## src/hdl/sun_pkg.sv

```systemverilog
`default_nettype none

package sun_pkg;

    // Default capacity of the sorted store.
    localparam int DEPTH_DEFAULT = 16;

    // Entries in the queue between the front and the back.
    localparam int QUEUE_DEPTH = 4;

    // Width of a kept value: the sign bit is dropped.
    localparam int VALUE_W = 31;

    // Width of the input value and of the output data bus.
    localparam int DATA_W = 32;

    // One classified request as it travels from the front to the back.
    typedef struct packed {
        logic [VALUE_W-1:0] value;
        logic               keep;   // non-negative, to be inserted
        logic               last;   // closes the set
    } item_t;

    // Back-end sequencer states.
    typedef enum logic [1:0] {
        ST_FILL  = 2'b01,
        ST_DRAIN = 2'b10
    } back_state_t;

endpackage

`default_nettype wire

```

## src/hdl/sun_front.sv

```systemverilog
`default_nettype none

module sun_front
    import sun_pkg::*;
(
    input  wire logic              aclk,
    input  wire logic              aresetn,
    input  wire logic              s_tvalid,
    output logic                   s_tready,
    input  wire logic [DATA_W-1:0] s_tdata,
    input  wire logic              s_tlast,
    output logic                   q_push,
    output item_t                  q_item,
    input  wire logic              q_ready
);

    logic  hold_valid_reg, hold_valid_next;
    item_t hold_reg, hold_next;
    item_t cls;
    logic  accept, useful;

    // A negative value that does not close the set carries no work and is
    // dropped here; everything else is held for the queue.
    always_comb begin
        cls.value = s_tdata[VALUE_W-1:0];
        cls.keep  = ~s_tdata[DATA_W-1];
        cls.last  = s_tlast;
    end

    assign useful   = cls.keep | cls.last;
    assign q_push   = hold_valid_reg & q_ready;
    assign q_item   = hold_reg;
    assign s_tready = ~hold_valid_reg | q_ready;
    assign accept   = s_tvalid & s_tready;

    always_comb begin
        hold_valid_next = (hold_valid_reg & ~q_push) | (accept & useful);
        hold_next       = (accept & useful) ? cls : hold_reg;
    end

    always_ff @(posedge aclk) begin
        if (!aresetn) begin
            hold_valid_reg <= 1'b0;
        end else begin
            hold_valid_reg <= hold_valid_next;
        end
        hold_reg <= hold_next;
    end

endmodule

`default_nettype wire

```

## src/hdl/sun_queue.sv

```systemverilog
`default_nettype none

module sun_queue
    import sun_pkg::*;
(
    input  wire logic  aclk,
    input  wire logic  aresetn,
    input  wire logic  wr_en,
    input  wire item_t wr_item,
    output logic       wr_ready,
    input  wire logic  rd_en,
    output item_t      rd_item,
    output logic       rd_valid
);

    localparam int PW = (QUEUE_DEPTH > 1) ? $clog2(QUEUE_DEPTH) : 1;
    localparam int CW = $clog2(QUEUE_DEPTH + 1);
    localparam logic [PW-1:0] PTR_LAST = PW'(QUEUE_DEPTH - 1);
    localparam logic [CW-1:0] CNT_FULL = CW'(QUEUE_DEPTH);

    item_t         mem_reg [QUEUE_DEPTH];
    logic [PW-1:0] wr_ptr_reg, wr_ptr_next;
    logic [PW-1:0] rd_ptr_reg, rd_ptr_next;
    logic [CW-1:0] cnt_reg, cnt_next;
    logic          do_wr, do_rd;

    assign wr_ready = cnt_reg != CNT_FULL;
    assign rd_valid = cnt_reg != '0;
    assign rd_item  = mem_reg[rd_ptr_reg];
    assign do_wr    = wr_en & wr_ready;
    assign do_rd    = rd_en & rd_valid;

    always_comb begin
        wr_ptr_next = wr_ptr_reg;
        rd_ptr_next = rd_ptr_reg;
        cnt_next    = cnt_reg;
        if (do_wr) begin
            wr_ptr_next = (wr_ptr_reg == PTR_LAST) ? '0 : wr_ptr_reg + PW'(1);
        end
        if (do_rd) begin
            rd_ptr_next = (rd_ptr_reg == PTR_LAST) ? '0 : rd_ptr_reg + PW'(1);
        end
        if (do_wr && !do_rd) begin
            cnt_next = cnt_reg + CW'(1);
        end else if (do_rd && !do_wr) begin
            cnt_next = cnt_reg - CW'(1);
        end
    end

    always_ff @(posedge aclk) begin
        if (!aresetn) begin
            wr_ptr_reg <= '0;
            rd_ptr_reg <= '0;
            cnt_reg    <= '0;
        end else begin
            wr_ptr_reg <= wr_ptr_next;
            rd_ptr_reg <= rd_ptr_next;
            cnt_reg    <= cnt_next;
        end
        if (do_wr) begin
            mem_reg[wr_ptr_reg] <= wr_item;
        end
    end

endmodule

`default_nettype wire

```

## src/hdl/sun_back.sv

```systemverilog
`default_nettype none

module sun_back
    import sun_pkg::*;
#(
    parameter int DEPTH = DEPTH_DEFAULT
) (
    input  wire logic              aclk,
    input  wire logic              aresetn,
    input  wire logic              q_valid,
    input  wire item_t             q_item,
    output logic                   q_pop,
    output logic                   m_tvalid,
    input  wire logic              m_tready,
    output logic [DATA_W-1:0]      m_tdata,
    output logic                   m_tlast,
    output logic [1:0]             m_tuser
);

    localparam int CW = $clog2(DEPTH + 1);
    localparam logic [CW-1:0] CNT_FULL = CW'(DEPTH);

    logic [VALUE_W-1:0] cell_reg  [DEPTH];
    logic [VALUE_W-1:0] cell_next [DEPTH];
    logic [CW-1:0]      count_reg, count_next;
    logic               ovf_reg, ovf_next;
    back_state_t        state_reg, state_next;

    logic               out_valid_reg, out_valid_next;
    logic [VALUE_W-1:0] out_value_reg;
    logic               out_last_reg, out_none_reg, out_ovf_reg;

    logic [DEPTH-1:0]   lt, eq;
    logic               dup, full, do_ins, do_ovf, emit, empty, final_res;

    // Each cell compares its value with the incoming one; the store is
    // ascending, so the cells below the new value form a prefix.
    always_comb begin
        for (int i = 0; i < DEPTH; i++) begin
            lt[i] = (CW'(i) < count_reg) && (cell_reg[i] < q_item.value);
            eq[i] = (CW'(i) < count_reg) && (cell_reg[i] == q_item.value);
        end
    end

    assign dup       = |eq;
    assign full      = count_reg == CNT_FULL;
    assign empty     = count_reg == '0;
    assign final_res = count_reg <= CW'(1);
    assign q_pop     = q_valid && (state_reg == ST_FILL);
    assign do_ins    = q_pop && q_item.keep && !dup && !full;
    assign do_ovf    = q_pop && q_item.keep && !dup && full;
    assign emit      = (state_reg == ST_DRAIN) && (!out_valid_reg || m_tready);

    // Insertion shifts the cells at and above the slot up by one; each emitted
    // result shifts the store down by one.
    always_comb begin
        for (int i = 0; i < DEPTH; i++) begin
            cell_next[i] = cell_reg[i];
        end
        if (do_ins) begin
            if (!lt[0]) begin
                cell_next[0] = q_item.value;
            end
            for (int i = 1; i < DEPTH; i++) begin
                if (!lt[i]) begin
                    cell_next[i] = lt[i-1] ? q_item.value : cell_reg[i-1];
                end
            end
        end else if (emit) begin
            for (int i = 0; i < DEPTH - 1; i++) begin
                cell_next[i] = cell_reg[i+1];
            end
        end
    end

    always_comb begin
        count_next = count_reg;
        ovf_next   = ovf_reg;
        state_next = state_reg;
        case (state_reg)
            ST_FILL: begin
                if (do_ins) begin
                    count_next = count_reg + CW'(1);
                end
                if (do_ovf) begin
                    ovf_next = 1'b1;
                end
                if (q_pop && q_item.last) begin
                    state_next = ST_DRAIN;
                end
            end
            ST_DRAIN: begin
                if (emit) begin
                    if (!empty) begin
                        count_next = count_reg - CW'(1);
                    end
                    if (final_res) begin
                        ovf_next   = 1'b0;
                        state_next = ST_FILL;
                    end
                end
            end
            default: begin
                state_next = ST_FILL;
            end
        endcase
    end

    assign out_valid_next = emit | (out_valid_reg & ~m_tready);

    always_ff @(posedge aclk) begin
        if (!aresetn) begin
            count_reg     <= '0;
            ovf_reg       <= 1'b0;
            state_reg     <= ST_FILL;
            out_valid_reg <= 1'b0;
        end else begin
            count_reg     <= count_next;
            ovf_reg       <= ovf_next;
            state_reg     <= state_next;
            out_valid_reg <= out_valid_next;
        end
        for (int i = 0; i < DEPTH; i++) begin
            cell_reg[i] <= cell_next[i];
        end
        if (emit) begin
            out_value_reg <= empty ? '0 : cell_reg[0];
            out_last_reg  <= final_res;
            out_none_reg  <= empty;
            out_ovf_reg   <= ovf_reg;
        end
    end

    assign m_tvalid = out_valid_reg;
    assign m_tdata  = {{(DATA_W - VALUE_W){1'b0}}, out_value_reg};
    assign m_tlast  = out_last_reg;
    assign m_tuser  = {out_ovf_reg, out_none_reg};

endmodule

`default_nettype wire

```

## src/hdl/sort_unique_nonnegative.sv

```systemverilog
`default_nettype none

// Sorts one set of signed 32-bit values and returns its distinct non-negative
// members in strictly increasing order. Each request on the slave side carries
// one value; tlast marks the last value of the set. Negative values are
// ignored and repeated values are kept once. When the set closes, the block
// returns one request per kept value, with tlast on the largest one. A set
// that kept nothing returns a single request with zero data, tlast set and the
// empty flag in tuser. The store holds DEPTH values; a new distinct value that
// arrives while it is full is dropped and the overflow flag in tuser is raised
// on every request of that set. The store is empty again after each set.
// Timing: while a set is being collected, the insertion chain takes one value
// per clock. Once the closing value has reached the back end, the drain of the
// store sends its results out, paced by m_tready. During the drain the front
// keeps taking values into its holding register and a small queue, and
// s_tready drops only once those are full. The closing value passes from the
// holding register through the queue, behind any values still waiting there,
// to the back end, which enters the drain state; the first result is then
// registered onto m_tvalid.
module sort_unique_nonnegative
    import sun_pkg::*;
#(
    parameter int DEPTH = DEPTH_DEFAULT
) (
    input  wire logic              aclk,
    input  wire logic              aresetn,
    // Input requests.
    input  wire logic              s_tvalid,
    output logic                   s_tready,
    input  wire logic [DATA_W-1:0] s_tdata,   // [31:0] value (two's complement)
    input  wire logic              s_tlast,   // closes the set
    // Results.
    output logic                   m_tvalid,
    input  wire logic              m_tready,
    output logic [DATA_W-1:0]      m_tdata,   // [30:0] sorted_value, [31] zero
    output logic                   m_tlast,   // last result of the set
    output logic [1:0]             m_tuser    // [0] none_kept, [1] overflowed
);

    logic  f_push, f_ready;
    item_t f_item;
    logic  b_valid, b_pop;
    item_t b_item;

    // The front classifies each value and holds it for the queue.
    sun_front u_front (
        .aclk     (aclk),
        .aresetn  (aresetn),
        .s_tvalid (s_tvalid),
        .s_tready (s_tready),
        .s_tdata  (s_tdata),
        .s_tlast  (s_tlast),
        .q_push   (f_push),
        .q_item   (f_item),
        .q_ready  (f_ready)
    );

    // The queue lets the front keep accepting while the back drains a set.
    sun_queue u_queue (
        .aclk     (aclk),
        .aresetn  (aresetn),
        .wr_en    (f_push),
        .wr_item  (f_item),
        .wr_ready (f_ready),
        .rd_en    (b_pop),
        .rd_item  (b_item),
        .rd_valid (b_valid)
    );

    // The back holds the sorted store and sends out the results.
    sun_back #(
        .DEPTH (DEPTH)
    ) u_back (
        .aclk     (aclk),
        .aresetn  (aresetn),
        .q_valid  (b_valid),
        .q_item   (b_item),
        .q_pop    (b_pop),
        .m_tvalid (m_tvalid),
        .m_tready (m_tready),
        .m_tdata  (m_tdata),
        .m_tlast  (m_tlast),
        .m_tuser  (m_tuser)
    );

    // An empty-set result is always the only and therefore last one.
    assert property (@(posedge aclk) disable iff (!aresetn)
        (m_tvalid && m_tuser[0]) |-> m_tlast)
        else $error("empty-set result without tlast");

    // An empty-set result carries zero data.
    assert property (@(posedge aclk) disable iff (!aresetn)
        (m_tvalid && m_tuser[0]) |-> (m_tdata == '0))
        else $error("empty-set result with nonzero data");

    // Within a set, the next result follows at once and is strictly larger.
    assert property (@(posedge aclk) disable iff (!aresetn)
        (m_tvalid && m_tready && !m_tlast) |=>
            (m_tvalid && (m_tdata[VALUE_W-1:0] > $past(m_tdata[VALUE_W-1:0]))))
        else $error("results of a set not strictly increasing");

endmodule

`default_nettype wire

```

## config.mk

```make
export PLATFORM = sky130hd
export DESIGN_NAME = sort_unique_nonnegative
export DESIGN_NICKNAME = d
export VERILOG_FILES = /design/src/hdl/sun_pkg.sv /design/src/hdl/sun_front.sv /design/src/hdl/sun_queue.sv /design/src/hdl/sun_back.sv /design/src/hdl/sort_unique_nonnegative.sv
export SDC_FILE = /design/constraint.sdc
export NUM_CORES = 2
export LEC_CHECK = 0
export BUFFER_PORTS_ARGS = -buffer_cell sky130_fd_sc_hd__buf_4
export CAP_MARGIN = 20
export CORE_MARGIN = 1
export CORE_UTILIZATION = 30
export CTS_CLUSTER_DIAMETER = 40
export DETAILED_ROUTE_END_ITERATION = 8
export PLACE_DENSITY = 0.47
export SKIP_LAST_GASP = 1
export SLEW_MARGIN = 40
export SYNTH_ARGS = -nofsm -noshare
export SYNTH_HDL_FRONTEND = slang
export SYNTH_HIERARCHICAL = 1
export SYNTH_SLANG_ARGS = --single-unit
export TNS_END_PERCENT = 30
```

## constraint.sdc

```tcl
create_clock -name aclk -period 6.15 [get_ports aclk]
set_input_delay 1.845 -clock aclk [delete_from_list [all_inputs] [get_ports aclk]]
set_output_delay 1.845 -clock aclk [all_outputs]
set_load 0.005 [all_outputs]
```

==> flow_summary.json <==
{
  "cts_resized": 0,
  "critPathKind": "flop to flop",
  "grt_pass1_wl_um": 196000,
  "synth.top_cell.area_share_pct": 47.5,
  "drt_iter0_markers": 2430,
  "drive_gt1_share_pct": 14.2,
  "setup_viol": 0,
  "ys_types": 78,
  "drc": 0,
  "clockBufferDepth": 3,
  "rows": 140,
  "fin_nets": 4574,
  "ys.flop_type": "edfxtp_1",
  "gp_congestion": 0.884,
  "vias": 30997,
  "die_w_um": 385,
  "wirelength_um": 129000,
  "area_growth_pct": 19.3,
  "pwr_density_cell_mw_per_mm2": 547,
  "yosysMostFrequentCell": "edfxtp_1",
  "largest_reg_flops": 496,
  "cap_violations": 0,
  "dieArea_mm2": 0.148,
  "synth_edf_count": 695,
  "tightest_slew_ps": 864,
  "post_cts_buffers": 0,
  "grt_start_max_net_pins": 116,
  "cts_inserted_buffers": 138,
  "fin_crit_ps": 5170,
  "core_area_mm2": 0.145,
  "ys_top_cells_by_count": "695 x edfxtp_1, 506 x ha_1, 500 x nand2_1",
  "finClkSkew_ps": 34.6,
  "total_leakage_power_nw": 21.5,
  "io-pin-count": 74,
  "path_clk_slew_ps": 60,
  "root_buffer": "clkbuf_16",
  "vias_per_cell": 5.11,
  "utilization_pct": 36.0,
  "clk-insertion-delay-late_ps": 760,
  "synthesis.nets": 4404,
  "rsz0062_at_grt": "no",
  "fp.dieH_um": 385,
  "synth_seq_cells": 714,
  "min_path_type": "flop to flop",
  "critPathMaxFanout": 32,
  "hold_viol_final": 0,
  "async_flop_share_pct": 0,
  "crit_arrival_ps": 5550,
  "grt-ovfl-total": 0,
  "cts.sinks": 714,
  "drv_slew": 0,
  "tritoncts": "built",
  "fin_tns_setup_ps": 0,
  "yosys.area.top_type": "edfxtp_1",
  "drt-pass1-iter-count": 6,
  "synth.area.top_cells": "edfxtp_1 48%, ha_1 14%, mux2i_1 9.2%",
  "syn_area_per_cell_um2": 11.4,
  "final.period_utilization_pct": 84.1,
  "synth_area_mm2": 0.0439,
  "fillerInstances": 14430,
  "slew_headroom_pct": 41.6,
  "hpwl_um": 98100,
  "portBuffers": 72,
  "antenna_found_initial": 0,
  "initial_core_util_pct": 30.2,
  "netlist_instances": 3860,
  "ir_drop_mv": 0.247,
  "outcome": "complete, no violations",
  "max_freq_ghz": 0.193,
  "grt_usage_pct": 17.4,
  "ant_nets": 0,
  "final_area_mm2": 0.0524,
  "dpl_cell_area_mm2": 0.0478,
  "startpoint_type": "flop",
  "ys_warn_count": 6,
  "wire_per_inst_um": 21.3,
  "cp.required_ps": 6530,
  "antenna_cells": 0,
  "ys_seq_area_share_pct": 48.4,
  "worstSetupEndpointType": "flop",
  "htreeDepth": 4,
  "grt_pass1_vias": 31683,
  "cts.hold.buffers_added": 0
}
final cells by class:
cell class	count	area, um^2	share of cell area [%]
multi-input cells	2872	21700	41.3
flip-flops and latches	714	21300	40.6
clock buffers	159	3680	7.02
well taps	1917	2400	4.58
repair buffers	241	2220	4.25
clock inverters	95	948	1.81
inverters	63	236	0.451
worst paths after layout:
path	from	end	slack (ps)	cells after the start
setup reg to reg	flop	u_back/cell_reg[0][88]$_DFFE_PP_	980	15
hold reg to reg	u_back/ovf_reg$_SDFFE_PN0P_	u_back/out_ovf_reg$_DFFE_PP_	480	0
setup / recovery	flop	u_back/cell_reg[0][88]$_DFFE_PP_	980	15
hold / removal	u_back/ovf_reg$_SDFFE_PN0P_	u_back/out_ovf_reg$_DFFE_PP_	480	0
power breakdown:
part	leakage [nW]	internal [mW]	switching [mW]
logic	12.7	4.58	7.23
clock network	2.24	4.89	2.67
registers	6.57	7.91	1.37
total	21.5	17.4	11.3
per-stage QoR:
| stage | std cells | hold slack, ps | power [mW] | worst slack (ps) |
|---|---|---|---|---|
| floorplan | 3860 | 408 | 16.7 | 50.3 |
| global placement | 5794 | 471 | 20.8 | 899 |
| detailed placement | 5807 | 462 | 21.1 | 970 |
| CTS | 6061 | 487 | 28.9 | 953 |
| global route | 6061 | 490 | 30.7 | 623 |
| finish | 6061 | 484 | 28.6 | 977 |
cells in the final DEF (no fill, tap or decap), drive strengths merged, types with 31 or more instances in the layout:
cell	netlist	routed
edfxtp	695	695
ha	506	506
nand2	501	501
o21ai	499	499
mux2i	405	405
buf	124	241
a21oi	198	198
clkbuf	87	159
nor2	136	136
a21o	116	116
nand4	88	88
inv	63	81
nor2b	68	68
clkinv	0	50
nand3	44	44
mux4	33	33
mux2	31	31
logic make-up (layout without fill, tap and decap cells):
kind of cell / count (synthesis) / in the layout / synth area share [%]
other: 1 / 1 / 0.00854
and+or+nand+nor: 948 / 948 / 9.96
muxes: 469 / 469 / 11.7
adders and majority gates: 507 / 507 / 14.5
DFF: 714 / 714 / 48.4
AOI/OAI and AO/OA: 944 / 944 / 12.5
buffers and inverters: 274 / 558 / 2.88
xor gates and xnor gates: 3 / 3 / 0.0598
critical path, stage by stage (launching register included):
cell and delay (ps):
dfxtp_2 530, buf_12 230, buf_4 220, mux4_2 530, inv_1 490, buf_4 240
ha_1 240, nand3_1 90, nor2_1 50, nand4_1 190, o2111ai_1 210, nor4_4 500
and2_4 570, nand2_1 110, nand2_1 90, buf_4 430
per-layer routing:
layer | up-vias | part of all wire [%] | global-route usage, %
met5 | - | 0 | 0
met4 | 0 | 2.8 | 6.03
met3 | 199 | 4.8 | 2.54
met2 | 765 | 43 | 26.2
met1 | 14943 | 49 | 25.3
li1 | 15090 | - | -
Note: power is estimated with default switching activity, not from simulation.
